<file path="src/hdl/lgwc_pkg.sv">
// shared constants and types of the gram window controller
`default_nettype none

package lgwc_pkg;

   localparam int PANEL_COLS_DEF = 320;
   localparam int PANEL_ROWS_DEF = 240;

   localparam int DATA_W  = 16;
   localparam int INDEX_W = 8;
   localparam int TYPE_W  = 2;
   localparam int MISC_DEPTH = 256;

   // request codes
   localparam logic [TYPE_W-1:0] REQ_INDEX = 2'd0;
   localparam logic [TYPE_W-1:0] REQ_WRITE = 2'd1;
   localparam logic [TYPE_W-1:0] REQ_READ  = 2'd2;

   // register indexes
   localparam logic [INDEX_W-1:0] IDX_GRAM     = 8'h22;
   localparam logic [INDEX_W-1:0] IDX_CUR_COL  = 8'h4F;
   localparam logic [INDEX_W-1:0] IDX_CUR_ROW  = 8'h4E;
   localparam logic [INDEX_W-1:0] IDX_WCOL_BEG = 8'h45;
   localparam logic [INDEX_W-1:0] IDX_WCOL_END = 8'h46;
   localparam logic [INDEX_W-1:0] IDX_WROW     = 8'h44;

   typedef struct packed {
      logic take;
      logic calc_addr;
      logic gram_write;
      logic mem_read;
      logic load_rsp;
   } cmd_type;

   typedef struct packed {
      logic [TYPE_W-1:0] in_type;
      logic              index_is_gram;
   } status_type;

endpackage

`default_nettype wire

</file>
<file path="src/hdl/lgwc_ctrl.sv">
// sequencer for bus accesses and the response register valid
`default_nettype none

module lgwc_ctrl (
   input  logic                 clock,
   input  logic                 reset,
   input  logic                 req_valid,
   output logic                 req_ready,
   input  logic                 rsp_ready,
   output logic                 rsp_valid,
   input  lgwc_pkg::status_type status,
   output lgwc_pkg::cmd_type    cmd
);

   typedef enum logic [3:0] {
      S_IDLE = 4'b0001,
      S_ADDR = 4'b0010,
      S_MEM  = 4'b0100,
      S_RESP = 4'b1000
   } state_type;

   state_type state_ff, state_in;
   logic      rd_op_ff, rd_op_in;
   logic      rsp_valid_ff, rsp_valid_in;

   always_comb begin
      cmd          = '0;
      state_in     = state_ff;
      rd_op_in     = rd_op_ff;
      rsp_valid_in = rsp_valid_ff && !rsp_ready;
      case (state_ff)
         S_IDLE: begin
            if (req_valid) begin
               cmd.take = 1'b1;
               case (status.in_type)
                  lgwc_pkg::REQ_WRITE: begin
                     // only pixel writes need the frame memory
                     if (status.index_is_gram) begin
                        state_in = S_ADDR;
                        rd_op_in = 1'b0;
                     end
                  end
                  lgwc_pkg::REQ_READ: begin
                     state_in = S_ADDR;
                     rd_op_in = 1'b1;
                  end
                  default: ;
               endcase
            end
         end
         S_ADDR: begin
            cmd.calc_addr = 1'b1;
            state_in      = S_MEM;
         end
         S_MEM: begin
            if (rd_op_ff) begin
               cmd.mem_read = 1'b1;
               state_in     = S_RESP;
            end else begin
               cmd.gram_write = 1'b1;
               state_in       = S_IDLE;
            end
         end
         S_RESP: begin
            // wait until the output register is free
            if (!rsp_valid_ff || rsp_ready) begin
               cmd.load_rsp = 1'b1;
               rsp_valid_in = 1'b1;
               state_in     = S_IDLE;
            end
         end
         default: state_in = S_IDLE;
      endcase
   end

   always_ff @(posedge clock) begin
      if (reset) begin
         state_ff     <= S_IDLE;
         rd_op_ff     <= 1'b0;
         rsp_valid_ff <= 1'b0;
      end else begin
         state_ff     <= state_in;
         rd_op_ff     <= rd_op_in;
         rsp_valid_ff <= rsp_valid_in;
      end
   end

   assign req_ready = (state_ff == S_IDLE);
   assign rsp_valid = rsp_valid_ff;

endmodule

`default_nettype wire

</file>
<file path="config.mk">
export PLATFORM = sky130hd
export DESIGN_NAME = lgwc_ctrl
export DESIGN_NICKNAME = d
export VERILOG_FILES = /design/src/hdl/lgwc_pkg.sv /design/src/hdl/lgwc_ctrl.sv
export SDC_FILE = /design/constraint.sdc
export NUM_CORES = 1
export LEC_CHECK = 0
export ABC_AREA = 1
export BUFFER_PORTS_ARGS = -buffer_cell sky130_fd_sc_hd__buf_4
export CAP_MARGIN = 20
export CORE_AREA = 2 2 39 41
export DETAILED_ROUTE_END_ITERATION = 6
export DIE_AREA = 0 0 41 43
export GPL_ROUTABILITY_DRIVEN = 0
export GPL_TIMING_DRIVEN = 0
export SLEW_MARGIN = 5
export SYNTH_ARGS = -nofsm -noshare
export SYNTH_HDL_FRONTEND = slang
export SYNTH_SLANG_ARGS = --single-unit
</file>
<file path="constraint.sdc">
create_clock -name clock -period 2.36 [get_ports clock]
set_input_delay 0.118 -clock clock [delete_from_list [all_inputs] [get_ports clock]]
set_output_delay 0.118 -clock clock [all_outputs]
set_load 0.01 [all_outputs]
</file>
==> results.txt <==
The share of the yosys chip area belonging to registers is 0.381. The total die area came out at 1760 um^2. Sorting the synthesized cells by area gives the leading types as sky130_fd_sc_hd__dfxtp_1 38%, sky130_fd_sc_hd__nor2_1 15%, sky130_fd_sc_hd__nand2_1 12%. The ratio of total power to cell area is 550 nW/um^2. In this run the worst hold path is classified as in -> reg. Data on the critical path is required at its endpoint by 2.24 ns. The detailed-router iteration count before antenna repair came out at 2. Summing all non-filler instances in the final layout gives an area of 455 um^2.

The remaining design rule violation count came out at 0. The routed design has 614 um of wire. Summing all placed instances gives a cell area of 433 um^2. The worst-case IR drop observed on VDD is 176 uV.

The endpoint identified for the worst register-to-register timing path is state_ff[0]. The part of the total power dissipated in combinational logic came out at 0.193. The total of warnings raised by yosys came out at 0. The run finished with clean final reports.

The cell area after synthesis is 315 um^2. The synthesized design contains 6 register bits. Of the total power, the share spent switching nets is 0.254. The total routing resource utilization after global routing is 0.0976.

The worst slack on hold paths is 0.0713 ns. The setup TNS after final layout is 0 ns. The die extent in y is 43 um. The proportion of layout cells with a drive suffix above 1 is 0.309.

The top cell type's share of synthesized area is 0.381. The final standard cell utilization of the core came out at 0.329. The design draws 0.000250 W. Of all nets on the critical path, the largest fanout is 4. The first routing iteration left 5 violations. The floorplan die width is 41 um. The endpoint of the worst hold path is state_ff[3].

Buffers inserted during clock tree synthesis total 3. Dividing the detail-routed via count by the number of cells gives 4.11. The number of hold violations in the final report is 0. The kind of start point of the critical path is a register. The count of port buffers added during placement came out at 13. The detailed placement HPWL is 527 um. The maximum clock skew at final layout came out at 0.00144 ns. The post-synthesis instance total came out at 52.

The number of cells traversed by the worst register-to-register path is 6. The net count of the finished layout is 77. The critical path is of the reg -> out type. The kind of end point of the critical path is an output pin.

Summed over all nets, the switching power comes to 0.0000636 W. In this run the number of H-tree levels came out at 1. The post-synthesis area per instance came out at 6.06 um^2. The floorplan has 14 rows. The clock sink count is 6. The library cell with the largest summed area after synthesis is sky130_fd_sc_hd__dfxtp_1. In this run the critical register-to-register path is launched from state_ff[0]. The number of top-level pins came out at 14. Timing would allow up to 777 MHz. The count of cells resized by post-cts repair came out at 0. Hold repair after CTS inserted 0 buffers. The clock network fraction of total power is 0.365. The number of antenna violations at the first check in global routing came to 0. The final count of negative-setup-slack endpoints is 0. The core area came out at 1380 um^2.

The average wire per cell in the routed design came out at 7.31 um. Setup repair after global routing left no endpoint under its margin. The tree is rooted in a sky130_fd_sc_hd__clkbuf_4.

TritonCTS built the clock tree. The count of different cell masters after synthesis is 12. The slew of the pin with the lowest slew margin is 0.171 ns.

No sink is reached through more buffers than the 2 on the longest clock path. The startpoint of the tightest hold check path is reset. The clock latency reported for the late side of the worst-skew pair is 0.24 ns. The smallest clock period supported by the final layout is computed as 1.29 ns. Data arrives at the worst endpoint at 1.17 ns.

The setup fix buffers added after clock tree synthesis came out at 0. The repair_antennas step left the layout with diodes totalling 0. Across the run, the number of max-cap violations was 0. The remaining max-slew budget at the tightest pin is 0.886. Dividing the final minimum period by the clock period gives 0.545. The internal portion of total power came out at 0.000187 W. The worst hold path passes through 2 cells. The pin count of the biggest net entering global routing came out at 6. The number of vias after detailed routing is 345. After clock tree synthesis, the clock-pin slew on the worst setup and hold paths is 0.04 ns. The cell leakage power came out at 0.253 nW. The part of the total power dissipated in sequential elements is 0.442.

The final antenna-violating net count is 0. The overall overflow remaining after global route came out at 0. The final count of pins violating max slew came to 0. The number of nets in the synthesized netlist is 59. The initial core utilization is 0.228.

The via count of the first global-routing pass is 301. The wire length of the first global-routing pass came out at 1.10 mm. The area growth from synthesis to layout is 44.4%. Across all register-to-register paths, the minimum setup slack is 1.33 ns.
==> layout by cell type (no fill, tap or decap) <==
cell type                  count
sky130_fd_sc_hd__a21oi_1       1
sky130_fd_sc_hd__nor2_2        2
sky130_fd_sc_hd__dfxtp_1       6
sky130_fd_sc_hd__nor3_1        2
sky130_fd_sc_hd__nor2_1       13
sky130_fd_sc_hd__nand3_1       5
sky130_fd_sc_hd__nand2_1      10
sky130_fd_sc_hd__buf_4        14
sky130_fd_sc_hd__o21ai_1       1
sky130_fd_sc_hd__nand2_2       1
sky130_fd_sc_hd__clkbuf_4      3
sky130_fd_sc_hd__inv_1         9
sky130_fd_sc_hd__inv_2         1
==> worst max-delay path, stage by stage, from the launching register on <==
cell and delay, ns:
sky130_fd_sc_hd__dfxtp_1 0.36, sky130_fd_sc_hd__inv_1 0.05, sky130_fd_sc_hd__nor2_1 0.12, sky130_fd_sc_hd__nand3_1 0.11, sky130_fd_sc_hd__inv_1 0.09, sky130_fd_sc_hd__buf_4 0.10
sky130_fd_sc_hd__buf_4 0.10
==> layer usage <==
metal	vias to the layer above	GRT usage	part of all wire
met1	145	0.0874	0.39
li1	188	-	-
met4	0	0.100	0.018
met3	2	0.0366	0.086
met2	10	0.150	0.50
met5	-	0	0
==> flip-flops by register name, indices dropped and copies added (netlist names) <==
name,cells
rsp_valid,1
state_ff,4
rd_op_ff,1
==> power groups by stage <==
stage | Sequential [W] | Clock (W) | Combinational [W]
after floorplan | 0.000111 | 0 | 0.0000283
after global placement | 0.000112 | 0 | 0.0000485
after detailed placement | 0.000112 | 0 | 0.0000489
after CTS | 0.000111 | 0.0000982 | 0.0000491
after global routing | 0.000111 | 0.000103 | 0.0000550
final | 0.000111 | 0.0000915 | 0.0000482
==> Yosys cell counts <==
library cell,number
sky130_fd_sc_hd__nor2_1,13
sky130_fd_sc_hd__nand2_1,10
sky130_fd_sc_hd__inv_1,9
sky130_fd_sc_hd__dfxtp_1,6
sky130_fd_sc_hd__nand3_1,5
sky130_fd_sc_hd__nor2_2,2
sky130_fd_sc_hd__nor3_1,2
sky130_fd_sc_hd__a21oi_1,1
sky130_fd_sc_hd__buf_4,1
sky130_fd_sc_hd__inv_2,1
sky130_fd_sc_hd__nand2_2,1
sky130_fd_sc_hd__o21ai_1,1
==> cell families after synthesis <==
group	after synthesis	synth area share
simple gates	33	0.444
compound gates	2	0.0317
flops	6	0.381
buf+inv	11	0.143
==> through the flow <==
step	std cells	setup WS, ns
after floorplan	52	1.40
after CTS	84	1.05
after global placement	81	1.33
after global routing	84	0.946
final	84	1.07
after detailed placement	81	1.31
==> final cells by class <==
class	instances	area, um^2
buffer	1	7.51
sequential	6	120
tap	16	20.0
inverter	10	37.5
fill	163	928
timing repair buffer	13	97.6
multi-input combinational	35	150
clock buffer	3	22.5
==> worst max path at each step <==
stage | depth (start not counted) | slack [ns] | endpoint | start
2_1_floorplan | 6 | 1.40 | rd_op_ff | state_ff[2]
3_3_place_gp | 6 | 1.33 | state_ff[0] | state_ff[0]
3_5_place_dp | 6 | 1.31 | cmd[1] | state_ff[2]
4_1_cts | 6 | 1.05 | cmd[1] | state_ff[2]
5_1_grt | 6 | 0.95 | cmd[1] | state_ff[2]
6_report | 6 | 1.07 | cmd[1] | state_ff[2]
No activity file was read; power rests on OpenSTA's default activity.
